--- src/rtl/cdeq_pkg.sv ---
`timescale 1ns / 1ps

package cdeq_pkg;

    localparam int DATA_W = 32;

    // operation codes of an input transaction
    localparam logic [1:0] OP_PUSH_FRONT = 2'd0;
    localparam logic [1:0] OP_PUSH_REAR  = 2'd1;
    localparam logic [1:0] OP_POP_FRONT  = 2'd2;
    localparam logic [1:0] OP_POP_REAR   = 2'd3;

    // result status codes
    localparam logic [1:0] ST_DONE  = 2'd0;
    localparam logic [1:0] ST_FULL  = 2'd1;
    localparam logic [1:0] ST_EMPTY = 2'd2;

    typedef logic signed [DATA_W-1:0] t_data;

    // command broadcast to every cell of the chain
    typedef enum logic [2:0] {
        CMD_HOLD      = 3'd0,
        CMD_SHIFT_IN  = 3'd1,
        CMD_APPEND    = 3'd2,
        CMD_SHIFT_OUT = 3'd3,
        CMD_DROP_REAR = 3'd4
    } t_cell_cmd;

endpackage

--- src/rtl/circular_double_ended_queue_top.sv ---
`timescale 1ns / 1ps
// a result is registered and valid in the cycle after its input transaction is accepted
// throughput: one transaction per cycle while each result is taken from the output register
// a result still waiting in the output register holds off the next input transaction
// reset clears the occupancy of every cell, the element count and the output valid
// stored element values are not cleared; no clearing pass is needed after reset

module circular_double_ended_queue_top #(
    parameter int CAPACITY = 8
) (
    input  logic                i_clk,
    input  logic                i_rst_n,
    input  logic                i_in_valid,
    output logic                o_in_ready,
    input  logic [1:0]          i_operation,
    input  logic signed [31:0]  i_push_value,
    output logic                o_out_valid,
    input  logic                i_out_ready,
    output logic signed [31:0]  o_popped_value,
    output logic [1:0]          o_status,
    output logic [3:0]          o_entry_count,
    output logic                o_is_full,
    output logic                o_is_empty
);
    import cdeq_pkg::*;

    localparam int CNT_W = $clog2(CAPACITY + 1);
    localparam logic [CNT_W-1:0] CAP_CNT = CNT_W'(CAPACITY);

    // element count, the cells hold the same number of occupied flags
    logic [CNT_W-1:0] r_count;
    logic [CNT_W-1:0] n_count;

    // chain of cells, front element always in cell 0
    logic [CAPACITY-1:0] w_occ;
    t_data               w_data      [CAPACITY];
    t_data               w_rear_data [CAPACITY];
    t_data               w_rear_value;

    t_cell_cmd w_op_cmd;
    t_cell_cmd w_cmd;
    logic      w_fire;
    logic      w_full;
    logic      w_empty;
    logic [1:0] n_status;
    t_data      n_popped;

    // output register
    logic             r_out_valid;
    t_data            r_popped;
    logic [1:0]       r_status;
    logic [CNT_W-1:0] r_out_count;

    assign o_in_ready = !r_out_valid || i_out_ready;
    assign w_fire     = i_in_valid && o_in_ready;
    assign w_full     = (r_count == CAP_CNT);
    assign w_empty    = (r_count == '0);

    // only the last occupied cell drives its value, the rest give zero
    always_comb begin
        w_rear_value = '0;
        for (int i = 0; i < CAPACITY; i++) begin
            w_rear_value = w_rear_value | w_rear_data[i];
        end
    end

    // decode the transaction into a chain command and its result
    always_comb begin
        w_op_cmd = CMD_HOLD;
        n_status = ST_DONE;
        n_popped = '0;
        n_count  = r_count;
        case (i_operation)
            OP_PUSH_FRONT: begin
                if (w_full) begin
                    n_status = ST_FULL;
                end else begin
                    w_op_cmd = CMD_SHIFT_IN;
                    n_count  = r_count + CNT_W'(1);
                end
            end
            OP_PUSH_REAR: begin
                if (w_full) begin
                    n_status = ST_FULL;
                end else begin
                    w_op_cmd = CMD_APPEND;
                    n_count  = r_count + CNT_W'(1);
                end
            end
            OP_POP_FRONT: begin
                if (w_empty) begin
                    n_status = ST_EMPTY;
                end else begin
                    w_op_cmd = CMD_SHIFT_OUT;
                    n_popped = w_data[0];
                    n_count  = r_count - CNT_W'(1);
                end
            end
            OP_POP_REAR: begin
                if (w_empty) begin
                    n_status = ST_EMPTY;
                end else begin
                    w_op_cmd = CMD_DROP_REAR;
                    n_popped = w_rear_value;
                    n_count  = r_count - CNT_W'(1);
                end
            end
            default: begin
            end
        endcase
    end

    // cells only move on an accepted transaction
    assign w_cmd = w_fire ? w_op_cmd : CMD_HOLD;

    genvar g;
    generate
        for (g = 0; g < CAPACITY; g++) begin : g_cell
            t_data w_left_data;
            logic  w_left_occ;
            t_data w_right_data;
            logic  w_right_occ;

            if (g == 0) begin : g_head
                // the front end sees the new value as an always-occupied neighbor
                assign w_left_data = i_push_value;
                assign w_left_occ  = 1'b1;
            end else begin : g_body_left
                assign w_left_data = w_data[g-1];
                assign w_left_occ  = w_occ[g-1];
            end

            if (g == CAPACITY - 1) begin : g_tail
                assign w_right_data = '0;
                assign w_right_occ  = 1'b0;
            end else begin : g_body_right
                assign w_right_data = w_data[g+1];
                assign w_right_occ  = w_occ[g+1];
            end

            cdeq_cell u_cell (
                .i_clk        (i_clk),
                .i_rst_n      (i_rst_n),
                .i_cmd        (w_cmd),
                .i_push_value (i_push_value),
                .i_left_data  (w_left_data),
                .i_left_occ   (w_left_occ),
                .i_right_data (w_right_data),
                .i_right_occ  (w_right_occ),
                .o_data       (w_data[g]),
                .o_occ        (w_occ[g]),
                .o_rear_data  (w_rear_data[g])
            );
        end
    endgenerate

    always_ff @(posedge i_clk) begin
        if (!i_rst_n) begin
            r_count     <= '0;
            r_out_valid <= 1'b0;
        end else begin
            if (w_fire) begin
                r_count <= n_count;
            end
            if (w_fire) begin
                r_out_valid <= 1'b1;
            end else if (i_out_ready) begin
                r_out_valid <= 1'b0;
            end
        end
    end

    // result payload, loaded with each accepted transaction
    always_ff @(posedge i_clk) begin
        if (w_fire) begin
            r_popped    <= n_popped;
            r_status    <= n_status;
            r_out_count <= n_count;
        end
    end

    assign o_out_valid    = r_out_valid;
    assign o_popped_value = r_popped;
    assign o_status       = r_status;
    assign o_entry_count  = 4'(r_out_count);
    assign o_is_full      = (r_out_count == CAP_CNT);
    assign o_is_empty     = (r_out_count == '0);

    // occupied cells always match the element count
    assert property (@(posedge i_clk) disable iff (!i_rst_n)
        $countones(w_occ) == 32'(r_count))
        else $error("cell occupancy disagrees with element count");

    // occupied cells form one run starting at the front cell
    assert property (@(posedge i_clk) disable iff (!i_rst_n)
        (w_occ & CAPACITY'(w_occ + CAPACITY'(1))) == '0)
        else $error("occupied cells are not contiguous from the front");

    // the count never exceeds the capacity
    assert property (@(posedge i_clk) disable iff (!i_rst_n)
        r_count <= CAP_CNT)
        else $error("element count above capacity");

    // a refused transaction leaves the count untouched
    assert property (@(posedge i_clk) disable iff (!i_rst_n)
        (w_fire && (n_status != ST_DONE)) |=> (r_count == $past(r_count)))
        else $error("refused transaction changed the count");

    // refused transactions report no popped value
    assert property (@(posedge i_clk) disable iff (!i_rst_n)
        (o_out_valid && (o_status != ST_DONE)) |-> (o_popped_value == '0))
        else $error("refused transaction carries a popped value");

endmodule

--- src/rtl/cdeq_cell.sv ---
`timescale 1ns / 1ps

module cdeq_cell (
    input  logic                  i_clk,
    input  logic                  i_rst_n,
    input  cdeq_pkg::t_cell_cmd   i_cmd,
    input  cdeq_pkg::t_data       i_push_value,
    input  cdeq_pkg::t_data       i_left_data,
    input  logic                  i_left_occ,
    input  cdeq_pkg::t_data       i_right_data,
    input  logic                  i_right_occ,
    output cdeq_pkg::t_data       o_data,
    output logic                  o_occ,
    output cdeq_pkg::t_data       o_rear_data
);
    import cdeq_pkg::*;

    t_data r_data;
    t_data n_data;
    logic  r_occ;
    logic  n_occ;
    logic  w_is_last;

    assign w_is_last = r_occ && !i_right_occ;

    always_comb begin
        n_data = r_data;
        n_occ  = r_occ;
        case (i_cmd)
            CMD_SHIFT_IN: begin
                n_data = i_left_data;
                n_occ  = i_left_occ;
            end
            CMD_APPEND: begin
                // first free cell takes the new element
                if (!r_occ && i_left_occ) begin
                    n_data = i_push_value;
                    n_occ  = 1'b1;
                end
            end
            CMD_SHIFT_OUT: begin
                n_data = i_right_data;
                n_occ  = i_right_occ;
            end
            CMD_DROP_REAR: begin
                if (w_is_last) begin
                    n_occ = 1'b0;
                end
            end
            default: begin
            end
        endcase
    end

    always_ff @(posedge i_clk) begin
        r_data <= n_data;
    end

    always_ff @(posedge i_clk) begin
        if (!i_rst_n) begin
            r_occ <= 1'b0;
        end else begin
            r_occ <= n_occ;
        end
    end

    assign o_data      = r_data;
    assign o_occ       = r_occ;
    assign o_rear_data = w_is_last ? r_data : '0;

endmodule

--- config.mk ---
export PLATFORM = sky130hd
export DESIGN_NAME = circular_double_ended_queue_top
export DESIGN_NICKNAME = d
export VERILOG_FILES = /design/src/rtl/cdeq_pkg.sv /design/src/rtl/circular_double_ended_queue_top.sv /design/src/rtl/cdeq_cell.sv
export SDC_FILE = /design/constraint.sdc
export NUM_CORES = 1
export LEC_CHECK = 0
export BUFFER_PORTS_ARGS = -buffer_cell sky130_fd_sc_hd__buf_2
export CELL_PAD_IN_SITES_DETAIL_PLACEMENT = 0
export CELL_PAD_IN_SITES_GLOBAL_PLACEMENT = 1
export CORE_ASPECT_RATIO = 1.5
export CORE_MARGIN = 2
export CORE_UTILIZATION = 43
export CTS_CLUSTER_DIAMETER = 80
export DETAILED_ROUTE_END_ITERATION = 16
export MAX_ROUTING_LAYER = met4
export PLACE_DENSITY = 0.72
export RECOVER_POWER = 100
export SYNTH_ARGS = -nofsm -noshare
export SYNTH_HDL_FRONTEND = slang
export SYNTH_SLANG_ARGS = --single-unit
--- constraint.sdc ---
create_clock -name i_clk -period 3.8 [get_ports i_clk]
set_input_delay 0 -clock i_clk [delete_from_list [all_inputs] [get_ports i_clk]]
set_output_delay 0 -clock i_clk [all_outputs]
set_load 0.05 [all_outputs]
[Yosys cells after proc, flatten, opt, wreduce, memory -nomap -nowiden]
Cells that the tools add are included.
Storage, ports and cells
  register bits after elaboration: 307
  bits of input ports: 38
  output and inout port bits: 42
  logic and storage cells: 162
Operators by class
  $add $sub $neg: 2
  equal/unequal tests: 24
  mux-type cells: 63
  bitwise operators: 7
  reduce and logical (&&, ||, !) cells: 45
Operator list (count)
  32-bit case mux with 3 select lines: 8
  32-bit 2-to-1 mux: 18
  32-bit OR: 7
  32-bit case mux with 2 select lines: 1
  2-bit by 1-bit inequality test with 1-bit output, second input constant: 14
  1-bit case mux with 4 select lines: 6
  2-bit AND reduction: 10
  1-bit 2-to-1 mux: 18
  3-bit AND reduction: 6
  3-bit case mux with 4 select lines: 1
  3-bit nonzero test: 3
  4-bit equality test, second input constant: 2
  1-bit logical AND: 8
  1-bit zero test: 8
  4-bit zero test: 2
  4-bit 2-to-1 mux: 2
  4-bit case mux with 2 select lines: 1
  2-bit OR reduction: 4
  3-bit by 2-bit equality test with 1-bit output, second input constant: 2
  2-bit 2-to-1 mux: 3
  3-bit 2-to-1 mux: 2
  1-bit case mux with 3 select lines: 2
  4-bit by 1-bit adder with 4-bit output, second input constant: 1
  2-bit equality test, second input constant: 2
  10 further kinds: 10

[Depth between registers and ports, before layout]
  word-level depth: 12
  mapped depth: 9
  depth with buffers taken out: 6

[Hierarchy]
Synthesis repeated with hierarchy kept, for this count alone.
Second synthesis, totals
  cell total of the unflattened synthesis: 1728
  area total of the unflattened synthesis: 17890.9 µm²
By module, submodules not included
  cdeq_cell: instances 8, cells each 186, area each 1924.3 µm², sequential area each 980.9 µm²
  circular_double_ended_queue_top: instances 1, cells each 240, area each 2496.1 µm², sequential area each 1241.2 µm²

[Worst setup path before layout]
No wires, ideal clock.
  path type: register -> register
  start point: register r_out_valid, in the netlist o_out_valid
  end point: register g_cell[7].u_cell.r_data[0] (enable)
  library setup time: 432 ps
  data arrival time: 4266 ps
  data required time: 3368 ps
  path slack: -898 ps
  cell stages (with the launch flop): 7
  period minus slack after synthesis: 4698 ps
  cell sequence: dfxtp_1 nor2b_1 inv_1 nand2_1 inv_1 o21ai_1 a21oi_1
Between the ends
  cells in the longest elaborated chain, start to end: 7
  elaborated cells between the ends (all ways): 10
  classes of those cells: eq/ne (4); mux (1); reduce/logical (5)
RTL lines
  start: declaration: RTL line circular_double_ended_queue_top.sv:49  | logic r_out_valid;
  start signal: assignment: RTL line circular_double_ended_queue_top.sv:160  | r_out_valid <= 1'b0;
  start signal: assignment: RTL line circular_double_ended_queue_top.sv:166  | r_out_valid <= 1'b1;
  start signal: assignment: RTL line circular_double_ended_queue_top.sv:168  | r_out_valid <= 1'b0;
  1-bit zero test (*): RTL line circular_double_ended_queue_top.sv:54  | assign o_in_ready = !r_out_valid || i_out_ready;
  1-bit logical OR (*): RTL line circular_double_ended_queue_top.sv:54
  net o_in_ready: RTL line circular_double_ended_queue_top.sv:14  | output logic o_in_ready,
  1-bit logical AND (*): RTL line circular_double_ended_queue_top.sv:55  | assign w_fire = i_in_valid && o_in_ready;
  net w_fire: RTL line circular_double_ended_queue_top.sv:42  | logic w_fire;
  3-bit 2-to-1 mux (*): RTL line circular_double_ended_queue_top.sv:114  | assign w_cmd = w_fire ? w_op_cmd : CMD_HOLD;
  3-bit by 2-bit equality test with 1-bit output or 3-bit by 1-bit equality test with 1-bit output (tied branches): RTL line cdeq_cell.sv:29  | case (i_cmd)
  2-bit by 1-bit inequality test with 1-bit output (no source line) or 3-bit nonzero test (tied branches)
  2-bit AND reduction (no source line) (*)
  end signal: assignment: RTL line cdeq_cell.sv:56  | r_data <= n_data;
  end: declaration: RTL line cdeq_cell.sv:18  | t_data r_data;
The timed path passes the listed nets; every way through them passes the cells marked *.
A chain may end at the register's enable or synchronous reset.

[Final worst setup path]
  start point: register r_count[0]
  end point: register g_cell[7].u_cell.r_data[14] (enable)
Between the ends
  cells in the longest elaborated chain, start to end: 7
  elaborated cells between the ends (all ways): 14
  classes of those cells: eq/ne (5); mux (6); reduce/logical (3)
RTL lines
  start: declaration: RTL line circular_double_ended_queue_top.sv:31  | logic [CNT_W-1:0] r_count;
  start signal: assignment: RTL line circular_double_ended_queue_top.sv:163  | r_count <= n_count;
  4-bit equality test or 4-bit zero test (tied branches): RTL line circular_double_ended_queue_top.sv:56, circular_double_ended_queue_top.sv:57
  1-bit 2-to-1 mux (tied with other cells): RTL line circular_double_ended_queue_top.sv:75  | if (w_full) begin
  3-bit case mux with 4 select lines (*): RTL line circular_double_ended_queue_top.sv:73  | case (i_operation)
  3-bit 2-to-1 mux (*): RTL line circular_double_ended_queue_top.sv:114
  3-bit by 2-bit equality test with 1-bit output or 3-bit by 1-bit equality test with 1-bit output (tied branches): RTL line cdeq_cell.sv:29
  2-bit by 1-bit inequality test with 1-bit output (no source line) or 3-bit nonzero test (tied branches)
  2-bit AND reduction (no source line) (*)
Every way passes the cells marked *; elsewhere a longest branch is shown, timed or not.

==> run metrics <==
Critical Path, Cell by Cell=inv_1 > ha_1 > or3b_1 > and3_1 > o21ai_0 > buf_4 > a21oi_1 > clkbuf_2; TritonCTS sink count=307; Switching Fraction=0.281; PD cells=roughly 520 mW/mm^2; Cell Area, Synth=0.0147 mm^2; num ports=80; Max VDD drop=314 uV; internal power=about 6.3 mW; Num CTS Buffers=30; sequential fraction of the synthesis area=0.619; Net Count, Synth=1101; CP bufs+invs=3; RSZ-0062 raised after global routing=false; First-pass DRT Iterations=7; GP Congestion=between 0.7 and 0.8; Max-Cap Viols=0; # diodes=0; NetSw=2.47 mW; Crit. End Element=flip-flop; WL per Instance=26.8 um; slowest CP cell=clkbuf_2; status=completed; Cells after Synth=1061; Critical Path Source=r_count[0]; HPWL after detailed placement=23600 um; largest net degree at the start of global routing=59; Warnings, synthesis=0; Synth top cells by count=edfxtp_1, a221o_1, clkbuf_1; Worst Path Arrival=about 3.4 ns; register bit total from synthesis=307; Top delay family on crit path=buffers and inverters; clock root buffer master=clkbuf_16; proportion of power drawn by the clock network=0.335; Overflow after GRT=0; r2r startpoint=r_count[0]; vias after detailed routing=10655; Crit Path Class=flip-flop to flip-flop; drt total wl=roughly 42000 um; Hold/Removal Path Class=input pin to flip-flop; Tot Pwr=8.79 mW; Placement Rows=82; Max FO, Critical Path=32; final hold vios=0; starting density of the core=0.438; share of cells above drive strength 1=0.168; Total Negative Setup Slacks=0 ns; most common flop cell mapped by yosys=edfxtp_1; first-pass GRT wire length=63600 um; Worst setup SP type=flip-flop; Fmax=0.294 GHz; final design utilization=0.501; Worst Tran Pin Value=between 1 and 1.5 ns; CTS tree=yes; Async S/R FF share, synth=0; Layout Area Growth over Synthesis=14.5%; initial antenna violation count=0; worst clock skew=0.0224 ns; clock buffer depth=3; most common cell in the netlist=edfxtp_1; Clock Pin Slew Worst Setup and Hold Paths=0.06 ns; largest area contributor in the netlist=edfxtp_1; Comb power frac=0.172; drt initial violations=1218; EDFF count, synth=294; buffers added on ports=79; Die W=155 um; worst path required time=3.84 ns; Total Routing Usage GR=0.237; Syn Area/Cell=13.8 um^2; post-route ant nets=0; slowest stage delay, CP=0.76 ns; synth top area cells=edfxtp_1, a221o_1, a22oi_1, clkbuf_1, mux2_2; Worst-Skew Late Latency=0.58 ns; fin crit period=3.40 ns; H-tree depth=1; vias in the first global route=10455; Seq pwr share=0.493; routed vias/inst=6.78; min-delay src=i_push_value[20]; drc violations=0; Die H=230 um; final setup vio count=0; fin crit share=0.894; Final #Nets=1169; Slew headroom=0.124; total die area=0.0357 mm^2; Final Max Slew Viols=0; LEAKAGE=~5.7 nW; Yosys top cell area share=0.601; Yosys cell types=52; core area=0.0335 mm^2
## cell type report
type                            count  area (um^2)
Clock buffer                       39          806
Clock inverter                     16          128
Fill cell                        2939        16700
Inverter                           10         41.3
Multi-Input combinational cell    612         5040
Sequential cell                   307         9090
Tap cell                          420          526
Timing Repair Buffer              168         1180
## power groups by stage
stage          registers [mW]  clock network, mW  logic, mW
2_1_floorplan            4.46                  0      0.924
3_3_place_gp             4.39                  0       1.50
3_5_place_dp             4.39                  0       1.52
4_1_cts                  4.32               3.00       1.55
5_1_grt                  4.36               3.12       1.61
6_report                 4.33               2.95       1.51
## placed cells by master, fill, tap and decap left out, types with 4 or more instances in the layout
| master | synthesis | routed |
|---|---|---|
| a31oi_1 | 12 | 12 |
| buf_12 | 0 | 11 |
| nor2b_2 | 0 | 5 |
| a21o_1 | 34 | 34 |
| a222oi_1 | 32 | 32 |
| or3_1 | 5 | 5 |
| inv_1 | 10 | 9 |
| buf_4 | 14 | 21 |
| a221o_1 | 192 | 192 |
| dlygate4sd3_1 | 0 | 37 |
| buf_2 | 19 | 38 |
| a21oi_1 | 36 | 32 |
| nand2b_1 | 9 | 9 |
| o221ai_1 | 4 | 4 |
| and2_1 | 42 | 30 |
| edfxtp_1 | 294 | 294 |
| nand2_1 | 33 | 33 |
| a21boi_0 | 7 | 7 |
| o21ai_0 | 4 | 5 |
| nand3_1 | 5 | 5 |
| a31o_2 | 25 | 25 |
| clkbuf_1 | 96 | 61 |
| o21ba_1 | 0 | 5 |
| nor2_1 | 14 | 14 |
| clkbuf_2 | 0 | 7 |
| and2_0 | 0 | 12 |
| clkbuf_16 | 0 | 31 |
| clkinv_2 | 0 | 8 |
| clkinv_1 | 0 | 5 |
| mux2_2 | 32 | 32 |
| and3_1 | 4 | 4 |
| nor2b_1 | 11 | 6 |
| dfxtp_1 | 13 | 13 |
| a22oi_1 | 68 | 68 |
## logic make-up (layout without fill, tap and decap cells)
family / count (synthesis) / count (layout) / synth area share
xor gates and xnor gates: 3 / 3 / 0.00179
DFF: 307 / 307 / 0.619
adders and majority gates: 2 / 2 / 0.00170
buffers and inverters: 142 / 233 / 0.0415
AOI/OAI and AO/OA: 437 / 437 / 0.259
and+or+nand+nor: 137 / 137 / 0.0515
muxes: 33 / 33 / 0.0252
## per-layer routing
metal | routed length [um] | vias up | GRT usage
li1 | - | 4642 | -
met1 | 17100 | 5310 | 0.311
met2 | 20100 | 597 | 0.380
met3 | 3370 | 106 | 0.0273
met4 | 1480 | 0 | 0.0880
met5 | 0 | - | -
## sequential cells by signal, summed over array words and instances (netlist names)
signal / flops
g_cell.u_cell.o_data: 256
o_popped_value: 32
g_cell.u_cell.o_occ: 8
o_entry_count: 4
r_count: 4
o_status: 2
o_out_valid: 1
## per-stage QoR
| stage | instance area, um^2 | setup WS (ns) | std cells | hold slack, ns |
|---|---|---|---|---|
| floorplan | 14800 | 0.0893 | 1061 | 0.138 |
| global placement | 15700 | 0.701 | 1480 | 0.314 |
| detailed placement | 15700 | 0.691 | 1480 | 0.317 |
| CTS | 17000 | 0.647 | 1572 | 0.251 |
| global route | 16800 | 0.260 | 1572 | 0.278 |
| finish | 16800 | 0.402 | 1572 | 0.268 |
## tightest hold or removal path, cell delays in order
cell           delay (ns)
dlygate4sd3_1        0.51
buf_2                0.10
mux2_2               0.13
## path summary, 6_finish.rpt
check	to	slack, ns	cells past startpoint
worst max-delay path	g_cell[7].u_cell.o_data[14]	0.40	8
worst min-delay path	g_cell[0].u_cell.o_data[20]	0.27	3
worst max register to register	g_cell[7].u_cell.o_data[14]	0.40	8
worst min register to register	r_count[1]	0.53	2
## repair_timing
action	in CTS	in global routing
endpoints found under the hold margin	101	0
buffers inserted	0	0
hold buffers	37	0
gates resized for setup	0	0
Power figures use the tool's default switching activity.
